<file path="src/hw/rtl/ppid_pkg.sv">
// ----------------------------------------------------------------------------
// ppid_pkg
// Shared widths, register indexes, mode codes, reset values and the
// configuration bundle of the positional PID controller.
// ----------------------------------------------------------------------------
`default_nettype none

package ppid_pkg;

	// Default datapath sizes
	localparam int DATA_WIDTH_DEF = 16;
	localparam int ACC_WIDTH_DEF  = 32;

	// Fixed field widths
	localparam int GAIN_W        = 16;
	localparam int OUT_LIMIT_W   = 15;
	localparam int INTEG_LIMIT_W = 31;
	localparam int THRESH_W      = 16;
	localparam int MODE_W        = 2;
	localparam int DRIVE_W       = 16;
	localparam int CFG_INDEX_W   = 3;
	localparam int CFG_DATA_W    = 31;

	// Q8.8 gains: the raw sum carries 8 fraction bits
	localparam int FRAC_BITS = 8;

	// Register indexes
	localparam logic [CFG_INDEX_W-1:0] REG_GAIN_P       = 3'd0;
	localparam logic [CFG_INDEX_W-1:0] REG_GAIN_I       = 3'd1;
	localparam logic [CFG_INDEX_W-1:0] REG_GAIN_D       = 3'd2;
	localparam logic [CFG_INDEX_W-1:0] REG_OUT_LIMIT    = 3'd3;
	localparam logic [CFG_INDEX_W-1:0] REG_INTEG_LIMIT  = 3'd4;
	localparam logic [CFG_INDEX_W-1:0] REG_THRESHOLD    = 3'd5;
	localparam logic [CFG_INDEX_W-1:0] REG_MODE         = 3'd6;

	// Mode codes; the spare code acts as the override mode
	localparam logic [MODE_W-1:0] MODE_PLAIN        = 2'd0;
	localparam logic [MODE_W-1:0] MODE_OVERRIDE     = 2'd2;
	localparam logic [MODE_W-1:0] MODE_OVERRIDE_ALT = 2'd3;

	// Reset values
	localparam logic [OUT_LIMIT_W-1:0]   OUT_LIMIT_RST   = 15'd32767;
	localparam logic [INTEG_LIMIT_W-1:0] INTEG_LIMIT_RST = 31'd100000;
	localparam logic [THRESH_W-1:0]      THRESH_RST      = 16'd1500;

	// Configuration bundle handed to the datapath
	typedef struct packed {
		logic signed [GAIN_W-1:0]   gain_p;
		logic signed [GAIN_W-1:0]   gain_i;
		logic signed [GAIN_W-1:0]   gain_d;
		logic [OUT_LIMIT_W-1:0]     output_limit;
		logic [INTEG_LIMIT_W-1:0]   integral_limit;
		logic [THRESH_W-1:0]        override_threshold;
		logic [MODE_W-1:0]          mode;
	} cfg_t;

endpackage

`default_nettype wire

</file>
<file path="src/hw/rtl/ppid_integ.sv">
// ----------------------------------------------------------------------------
// ppid_integ
// Error, saturating/clamped integral update and error difference. Holds the
// integral sum and the previous error, updated on each step.
// ----------------------------------------------------------------------------
`default_nettype none

module ppid_integ #(
	parameter int DATA_WIDTH = ppid_pkg::DATA_WIDTH_DEF,
	parameter int ACC_WIDTH  = ppid_pkg::ACC_WIDTH_DEF
) (
	input  wire logic                         clk,
	input  wire logic                         arst_n,
	input  wire logic                         step,
	input  wire logic signed [DATA_WIDTH-1:0] target,
	input  wire logic signed [DATA_WIDTH-1:0] measured,
	input  wire ppid_pkg::cfg_t               cfg,
	output logic signed [DATA_WIDTH:0]        err,
	output logic signed [ACC_WIDTH-1:0]       sum_next,
	output logic signed [DATA_WIDTH+1:0]      diff
);
	import ppid_pkg::*;

	localparam int XW = ((ACC_WIDTH > DATA_WIDTH + 1) ? ACC_WIDTH : DATA_WIDTH + 1) + 1;
	localparam int LW = ((XW > INTEG_LIMIT_W + 1) ? XW : INTEG_LIMIT_W + 1) + 1;
	localparam logic signed [XW-1:0] ACC_MAX = (XW'(1) <<< (ACC_WIDTH - 1)) - XW'(1);
	localparam logic signed [XW-1:0] ACC_MIN = -ACC_MAX - XW'(1);

	logic signed [ACC_WIDTH-1:0]  sum_q;
	logic signed [DATA_WIDTH:0]   prev_err_q;
	logic signed [XW-1:0]         x;
	logic signed [ACC_WIDTH-1:0]  sat;
	logic signed [LW-1:0]         sat_l;
	logic signed [LW-1:0]         lim_l;
	logic signed [LW-1:0]         neg_lim_l;

	// Error and derivative term input
	assign err  = {target[DATA_WIDTH-1], target} - {measured[DATA_WIDTH-1], measured};
	assign diff = (DATA_WIDTH+2)'(err) - (DATA_WIDTH+2)'(prev_err_q);

	// Accumulator saturation; exactly the minimum lands one above it
	assign x = XW'(sum_q) + XW'(err);
	always_comb begin
		if (x > ACC_MAX) begin
			sat = ACC_MAX[ACC_WIDTH-1:0];
		end else if (x == ACC_MIN) begin
			sat = ACC_MIN[ACC_WIDTH-1:0] + ACC_WIDTH'(1);
		end else if (x < ACC_MIN) begin
			sat = ACC_MIN[ACC_WIDTH-1:0];
		end else begin
			sat = x[ACC_WIDTH-1:0];
		end
	end

	// Integral clamp, skipped in plain mode
	assign sat_l     = LW'(sat);
	assign lim_l     = LW'({1'b0, cfg.integral_limit});
	assign neg_lim_l = -lim_l;
	always_comb begin
		if (cfg.mode != MODE_PLAIN && sat_l > lim_l) begin
			sum_next = lim_l[ACC_WIDTH-1:0];
		end else if (cfg.mode != MODE_PLAIN && sat_l < neg_lim_l) begin
			sum_next = neg_lim_l[ACC_WIDTH-1:0];
		end else begin
			sum_next = sat;
		end
	end

	// Controller state
	always_ff @(posedge clk or negedge arst_n) begin
		if (!arst_n) begin
			sum_q      <= '0;
			prev_err_q <= '0;
		end else if (step) begin
			sum_q      <= sum_next;
			prev_err_q <= err;
		end
	end

endmodule

`default_nettype wire

</file>
<file path="src/hw/rtl/ppid_drive.sv">
// ----------------------------------------------------------------------------
// ppid_drive
// Gain products, Q8.8 scaling, output clamp and error override.
// ----------------------------------------------------------------------------
`default_nettype none

module ppid_drive #(
	parameter int DATA_WIDTH = ppid_pkg::DATA_WIDTH_DEF,
	parameter int ACC_WIDTH  = ppid_pkg::ACC_WIDTH_DEF
) (
	input  wire logic signed [DATA_WIDTH:0]   err,
	input  wire logic signed [ACC_WIDTH-1:0]  sum,
	input  wire logic signed [DATA_WIDTH+1:0] diff,
	input  wire ppid_pkg::cfg_t               cfg,
	output logic signed [ppid_pkg::DRIVE_W-1:0] drive
);
	import ppid_pkg::*;

	localparam int TW    = (ACC_WIDTH > DATA_WIDTH + 2) ? ACC_WIDTH : DATA_WIDTH + 2;
	localparam int RAW_W = GAIN_W + TW + 2;
	localparam int CW    = ((DATA_WIDTH + 1 > THRESH_W + 1) ? DATA_WIDTH + 1 : THRESH_W + 1) + 1;

	logic signed [GAIN_W+DATA_WIDTH:0]   p_prod;
	logic signed [GAIN_W+ACC_WIDTH-1:0]  i_prod;
	logic signed [GAIN_W+DATA_WIDTH+1:0] d_prod;
	logic signed [RAW_W-1:0]             raw;
	logic signed [RAW_W-1:0]             scaled;
	logic signed [RAW_W-1:0]             lim_r;
	logic signed [RAW_W-1:0]             neg_lim_r;
	logic signed [RAW_W-1:0]             clamped;
	logic signed [CW-1:0]                err_c;
	logic signed [CW-1:0]                th_c;
	logic signed [CW-1:0]                neg_th_c;
	logic                                ovr_mode;

	// Three parallel products and their sum
	assign p_prod = $signed(cfg.gain_p) * err;
	assign i_prod = $signed(cfg.gain_i) * sum;
	assign d_prod = $signed(cfg.gain_d) * diff;
	assign raw    = RAW_W'(p_prod) + RAW_W'(i_prod) + RAW_W'(d_prod);

	// Floor shift and symmetric clamp
	assign scaled    = raw >>> FRAC_BITS;
	assign lim_r     = RAW_W'({1'b0, cfg.output_limit});
	assign neg_lim_r = -lim_r;
	always_comb begin
		if (scaled > lim_r) begin
			clamped = lim_r;
		end else if (scaled < neg_lim_r) begin
			clamped = neg_lim_r;
		end else begin
			clamped = scaled;
		end
	end

	// Large error forces full drive in override mode
	assign ovr_mode = (cfg.mode == MODE_OVERRIDE) || (cfg.mode == MODE_OVERRIDE_ALT);
	assign err_c    = CW'(err);
	assign th_c     = CW'({1'b0, cfg.override_threshold});
	assign neg_th_c = -th_c;
	always_comb begin
		if (ovr_mode && err_c > th_c) begin
			drive = lim_r[DRIVE_W-1:0];
		end else if (ovr_mode && err_c < neg_th_c) begin
			drive = neg_lim_r[DRIVE_W-1:0];
		end else begin
			drive = clamped[DRIVE_W-1:0];
		end
	end

endmodule

`default_nettype wire

</file>
<file path="src/hw/rtl/positional_pid_with_clamps.sv">
// ----------------------------------------------------------------------------
// positional_pid_with_clamps
// Positional PID controller with integral and output clamps, Q8.8 gains.
//
//   channel  signals                          direction  accepted when
//   in       in_valid/in_ready, target/meas.  in         in_valid & in_ready
//   out      out_valid/out_ready, drive       out        out_valid & out_ready
//   cfg      cfg_we, cfg_index, cfg_wdata     in         cfg_we
//
// One word per cycle sustained while the output is not stalled; a word
// passes through three registers: input register, integral stage,
// product/clamp into the output register. The integral sum and previous error
// update as a word leaves the input register. Reset clears the pipeline valids
// and the controller state and loads the register defaults. A stalled output
// holds each stage in turn.
// ----------------------------------------------------------------------------
`default_nettype none

module positional_pid_with_clamps #(
	parameter int DATA_WIDTH = ppid_pkg::DATA_WIDTH_DEF,
	parameter int ACC_WIDTH  = ppid_pkg::ACC_WIDTH_DEF
) (
	input  wire logic                                 clk,
	input  wire logic                                 arst_n,
	input  wire logic                                 in_valid,
	output logic                                      in_ready,
	input  wire logic signed [DATA_WIDTH-1:0]         target,
	input  wire logic signed [DATA_WIDTH-1:0]         measured,
	output logic                                      out_valid,
	input  wire logic                                 out_ready,
	output logic signed [ppid_pkg::DRIVE_W-1:0]       drive,
	input  wire logic                                 cfg_we,
	input  wire logic [ppid_pkg::CFG_INDEX_W-1:0]     cfg_index,
	input  wire logic [ppid_pkg::CFG_DATA_W-1:0]      cfg_wdata
);
	import ppid_pkg::*;

	localparam int SCW = ((ACC_WIDTH > INTEG_LIMIT_W + 1) ? ACC_WIDTH : INTEG_LIMIT_W + 1) + 1;

	cfg_t                          cfg_q;
	logic                          valid_s1;
	logic                          valid_s2;
	logic                          out_valid_q;
	logic signed [DATA_WIDTH-1:0]  target_s1;
	logic signed [DATA_WIDTH-1:0]  measured_s1;
	logic signed [DATA_WIDTH:0]    err_s2;
	logic signed [ACC_WIDTH-1:0]   sum_s2;
	logic signed [DATA_WIDTH+1:0]  diff_s2;
	logic signed [DRIVE_W-1:0]     drive_q;
	logic signed [DATA_WIDTH:0]    err_c;
	logic signed [ACC_WIDTH-1:0]   sum_c;
	logic signed [DATA_WIDTH+1:0]  diff_c;
	logic signed [DRIVE_W-1:0]     drive_c;
	logic                          in_fire;
	logic                          adv1;
	logic                          adv2;
	logic                          ready_s2;
	logic                          ready_s3;
	logic signed [SCW-1:0]         sum_chk;
	logic signed [SCW-1:0]         ilim_chk;

	// Configuration registers
	always_ff @(posedge clk or negedge arst_n) begin
		if (!arst_n) begin
			cfg_q.gain_p             <= '0;
			cfg_q.gain_i             <= '0;
			cfg_q.gain_d             <= '0;
			cfg_q.output_limit       <= OUT_LIMIT_RST;
			cfg_q.integral_limit     <= INTEG_LIMIT_RST;
			cfg_q.override_threshold <= THRESH_RST;
			cfg_q.mode               <= MODE_OVERRIDE;
		end else if (cfg_we) begin
			unique case (cfg_index)
				REG_GAIN_P:      cfg_q.gain_p             <= cfg_wdata[GAIN_W-1:0];
				REG_GAIN_I:      cfg_q.gain_i             <= cfg_wdata[GAIN_W-1:0];
				REG_GAIN_D:      cfg_q.gain_d             <= cfg_wdata[GAIN_W-1:0];
				REG_OUT_LIMIT:   cfg_q.output_limit       <= cfg_wdata[OUT_LIMIT_W-1:0];
				REG_INTEG_LIMIT: cfg_q.integral_limit     <= cfg_wdata[INTEG_LIMIT_W-1:0];
				REG_THRESHOLD:   cfg_q.override_threshold <= cfg_wdata[THRESH_W-1:0];
				REG_MODE:        cfg_q.mode               <= cfg_wdata[MODE_W-1:0];
				default: ;
			endcase
		end
	end

	// Pipeline flow control
	assign ready_s3 = !out_valid_q || out_ready;
	assign adv2     = valid_s2 && ready_s3;
	assign ready_s2 = !valid_s2 || ready_s3;
	assign adv1     = valid_s1 && ready_s2;
	assign in_ready = !valid_s1 || ready_s2;
	assign in_fire  = in_valid && in_ready;

	always_ff @(posedge clk or negedge arst_n) begin
		if (!arst_n) begin
			valid_s1    <= 1'b0;
			valid_s2    <= 1'b0;
			out_valid_q <= 1'b0;
		end else begin
			if (in_fire) begin
				valid_s1 <= 1'b1;
			end else if (adv1) begin
				valid_s1 <= 1'b0;
			end
			if (adv1) begin
				valid_s2 <= 1'b1;
			end else if (adv2) begin
				valid_s2 <= 1'b0;
			end
			if (adv2) begin
				out_valid_q <= 1'b1;
			end else if (out_ready) begin
				out_valid_q <= 1'b0;
			end
		end
	end

	// Payload registers
	always_ff @(posedge clk) begin
		if (in_fire) begin
			target_s1   <= target;
			measured_s1 <= measured;
		end
		if (adv1) begin
			err_s2  <= err_c;
			sum_s2  <= sum_c;
			diff_s2 <= diff_c;
		end
		if (adv2) begin
			drive_q <= drive_c;
		end
	end

	// Integral stage
	ppid_integ #(
		.DATA_WIDTH(DATA_WIDTH),
		.ACC_WIDTH (ACC_WIDTH)
	) u_integ (
		.clk     (clk),
		.arst_n  (arst_n),
		.step    (adv1),
		.target  (target_s1),
		.measured(measured_s1),
		.cfg     (cfg_q),
		.err     (err_c),
		.sum_next(sum_c),
		.diff    (diff_c)
	);

	// Product and clamp stage
	ppid_drive #(
		.DATA_WIDTH(DATA_WIDTH),
		.ACC_WIDTH (ACC_WIDTH)
	) u_drive (
		.err  (err_s2),
		.sum  (sum_s2),
		.diff (diff_s2),
		.cfg  (cfg_q),
		.drive(drive_c)
	);

	assign out_valid = out_valid_q;
	assign drive     = drive_q;

	// Comparison views for the checks below
	assign sum_chk  = SCW'(sum_s2);
	assign ilim_chk = SCW'({1'b0, cfg_q.integral_limit});

`ifndef SYNTHESIS
	// Clamped modes keep the integral within the limit in force at the update
	a_sum_clamped: assert property (@(posedge clk) disable iff (!arst_n)
		(adv1 && cfg_q.mode != MODE_PLAIN && !cfg_we) |=>
		(sum_chk <= ilim_chk && sum_chk >= -ilim_chk))
		else $error("integral sum outside its clamp");

	// A word leaving the integral stage shows up within the output limit
	a_drive_clamped: assert property (@(posedge clk) disable iff (!arst_n)
		(adv2 && !cfg_we) |=>
		(out_valid_q && drive_q <= $signed({1'b0, cfg_q.output_limit}) &&
		 drive_q >= -$signed({1'b0, cfg_q.output_limit})))
		else $error("drive outside output limit");

	// A blocked integral stage keeps its word
	a_s2_hold: assert property (@(posedge clk) disable iff (!arst_n)
		(valid_s2 && !ready_s3) |=> (valid_s2 && $stable(sum_s2) && $stable(err_s2)))
		else $error("integral stage word lost while stalled");
`endif

endmodule

`default_nettype wire
</file>
<file path="config.mk">
export PLATFORM = sky130hd
export DESIGN_NAME = positional_pid_with_clamps
export DESIGN_NICKNAME = d
export VERILOG_FILES = /design/src/hw/rtl/ppid_pkg.sv /design/src/hw/rtl/ppid_integ.sv /design/src/hw/rtl/ppid_drive.sv /design/src/hw/rtl/positional_pid_with_clamps.sv
export SDC_FILE = /design/constraint.sdc
export NUM_CORES = 2
export LEC_CHECK = 0
export BUFFER_PORTS_ARGS = -buffer_cell sky130_fd_sc_hd__buf_2
export CAP_MARGIN = 20
export CORE_ASPECT_RATIO = 1.4
export CORE_MARGIN = 5
export CORE_UTILIZATION = 40
export DETAILED_ROUTE_END_ITERATION = 16
export PLACE_DENSITY = 0.62
export SYNTH_ARGS = -nofsm -noshare
export SYNTH_HDL_FRONTEND = slang
export SYNTH_SLANG_ARGS = --single-unit
</file>
<file path="constraint.sdc">
create_clock -name clk -period 10.2 [get_ports clk]
set_input_delay 0.51 -clock clk [delete_from_list [all_inputs] [get_ports clk]]
set_output_delay 0.51 -clock clk [all_outputs]
set_load 0.005 [all_outputs]
</file>
==> out/results.tsv <==
metric	value	unit
status	finished, violations left	
failing checks	negative setup slack	
initial antenna violation count	19	
number of I/O port buffers	88	
gpl congestion	0.973	
Slew Limit Fails	0	
CTS HTree Levels	2	
Worst Setup Start Kind	register	
sequential fraction of the synthesis area	12.3	%
clock skew	0.0420	ns
Yosys Warn Count	0	
Critical Path AT	10.77	ns
Inst Count DP	9313	
Post-synth EDFFs	115	
CTS root buf	clkbuf_16	
core area	153000	um2
Site Rows	170	
Synth Area per Inst	9.39	um2
DR pass1 iterations	5	
mux cell area share after synthesis	2.13	%
Clock Tree Buf Depth	3	
Synth top cells by count	inv_1, fa_1, nand2_1	
Yosys top cell by area	fa_1	
initial core utilization	40.3	%
Yosys reg bits	279	
WL/cell	21.2	um
CTS tree	built	
Worst-Skew Late Latency	0.63	ns
first-pass GRT wire length	313	mm
Final WS setup	-0.227	ns
max-cap violations	0	
Clock transition at path regs	0.06	ns
reg2reg path depth	38	
Fillers	14300	
FF-to-FF Start	diff_s2[11]	
library cells used by synthesis	88	
CP max stage delay	0.59	ns
P&R area growth vs syn	22.9	%
Post-Synthesis Cells	6575	
Total GRT Usage	25.1	%
Worst-Margin Slew	1.07	ns
Area contributors post-synth	fa_1, ha_1, inv_1	
share of layout cells above drive strength 1	22.7	%
grt ovf	0	
CP Max Fanout	8	
HP Class	in2reg	
Antenna Violating Nets Remaining	0	
vias in the first global route	54400	
Min-Delay Startpoint	measured[15]	
CP Class	reg2reg	
1st-iter DRT viols	2713	
Num CTS Buffers	39	
Worst Path Required	10.54	ns
Post-synth ARST share	58.8	%
Final min period	10.43	ns
die width	342	um
pre-CTS setup slack	-1.03	ns
Final Hold Viols	0	
Compound-Gate Fraction of Synth Area	7.98	%
mapped cell area	61800	um2
number of setup violations in the final report	15	
crit end category	register	
Post-Route WL	202	mm
largest net degree at the start of global routing	76	
Synth top area share	41.5	%
vias	49200	
die height	475	um
Hold Path End	measured_s1[15]	
Worst Hold Path Cells	1	
Nets	9244	
placed wire-length estimate	174	mm
FMAX	95.9	MHz
I/O Pins	89	
Crit-path slowest cell	fa_1	
Post-Synth Adder-Cell Area	51.0	%
die area	162000	um2
XOR/XNOR Fraction of Synth Area	1.83	%
top-count cell post-synth	inv_1	
Slew HR	28.1	%
multi-input logic area	49800	um2
vias per cell	5.16	
largest family of logic cells by synthesized area	adder cells	
DRC Markers	0	
most used cell along the critical path	fa_1	
Non-Filler Instances	9535	
FF/Latch Area	7610	um2
RSZ-0062 raised after global routing	yes	
Final period util	102	%
Simple-Gate Fraction of Synth Area	14.5	%
Num Clock Sinks	279	
Top FF cell, synth	dfrtp_1	
reg2reg end	drive[6]	
Syn Nets	8384	
setup slack, reg-to-reg	-0.23	ns
layout make-up:
| class | count | share of cell area [%] |
|---|---|---|
| multi-input combinational | 4600 | 65.6 |
| timing repair buffer | 1083 | 12.1 |
| sequential | 279 | 10.0 |
| inverter | 1432 | 7.11 |
| tap | 2064 | 3.40 |
| clock buffer | 45 | 1.33 |
| clock inverter | 27 | 0.428 |
| antenna | 5 | 0.0165 |
worst max path at each step:
stage	start	end	slack [ns]	depth (start not counted)
final	diff_s2[11]	drive[6]	-0.23	38
after global routing	err_s2[16]	drive[6]	-0.45	42
after CTS	err_s2[16]	drive[6]	-0.16	45
after detailed placement	cfg_q[99]	drive[14]	-1.03	38
after global placement	sum_s2[7]	drive[14]	-1.02	42
after floorplan	err_s2[16]	drive[6]	0.004	40
flip-flops by register name, summed over array words and instances, names as in the netlist:
| signal | flops |
|---|---|
| u_integ.sum_q | 32 |
| sum_s2 | 32 |
| target_s1 | 16 |
| u_integ.prev_err_q | 17 |
| drive | 16 |
| err_s2 | 17 |
| valid_s2 | 1 |
| cfg_q | 112 |
| valid_s1 | 1 |
| diff_s2 | 18 |
| measured_s1 | 16 |
| out_valid | 1 |
cell families after synthesis:
kind of cell               after synthesis
and+or+nand+nor                       1853
DFF                                    279
muxes                                  119
adders and majority gates             1750
xor gates and xnor gates               129
AOI/OAI and AO/OA                      749
buffers and inverters                 1696
cell usage in the layout, fill, tap and decap left out, drive strengths merged, types with 53 or more instances in the layout:
cell type / count
dfrtp: 135
o21ai: 207
mux2: 95
a21oi: 152
nand4: 53
nor2: 188
inv: 1436
and2: 401
nand2: 853
buf: 1080
edfxtp: 115
nor3: 76
fa: 1280
xnor2: 104
ha: 458
a21o: 62
worst max-delay path: cells and delay by family, from the launching register on:
kind	cells	cell delay, ns
adder cells (fa/ha/maj)	11	5.19
AO/OA/AOI/OAI	13	2.46
buffers and inverters	9	1.13
multiplexers	2	0.53
flip-flops	1	0.52
AND/OR/NAND/NOR	3	0.28
repair_timing:
action	CTS	global route
hold buffers	1	0
gates cloned	2	1
gates resized for setup	357	212
pin swaps	209	206
setup endpoints to repair	80	80
buffers inserted	106	39
endpoints found under the hold margin	31	0
per-layer routing:
metal | routed length, um | vias up | global-route usage [%]
li1 | - | 22100 | -
met1 | 74400 | 25300 | 28.4
met2 | 105000 | 1350 | 46.4
met3 | 8920 | 453 | 2.59
met4 | 13600 | 2 | 13.5
met5 | 13 | - | 0
per-stage QoR:
| step | instance area (um2) | hold slack [ns] | setup TNS [ns] | utilization (%) |
|---|---|---|---|---|
| finish | 75900 | 0.0693 | -1.44 | 49.5 |
| global route | 75900 | 0.0521 | -5.62 | 49.5 |
| CTS | 74700 | 0.0236 | -1.02 | 48.7 |
| detailed placement | 71000 | 0.473 | -36.63 | 46.3 |
| global placement | 71000 | 0.465 | -31.82 | 46.3 |
| floorplan | 61900 | 0.214 | 0 | - |
Power is left out: the tool's default activity adds up to more than one toggle a clock period on the data nets, which glitch-free logic cannot reach.
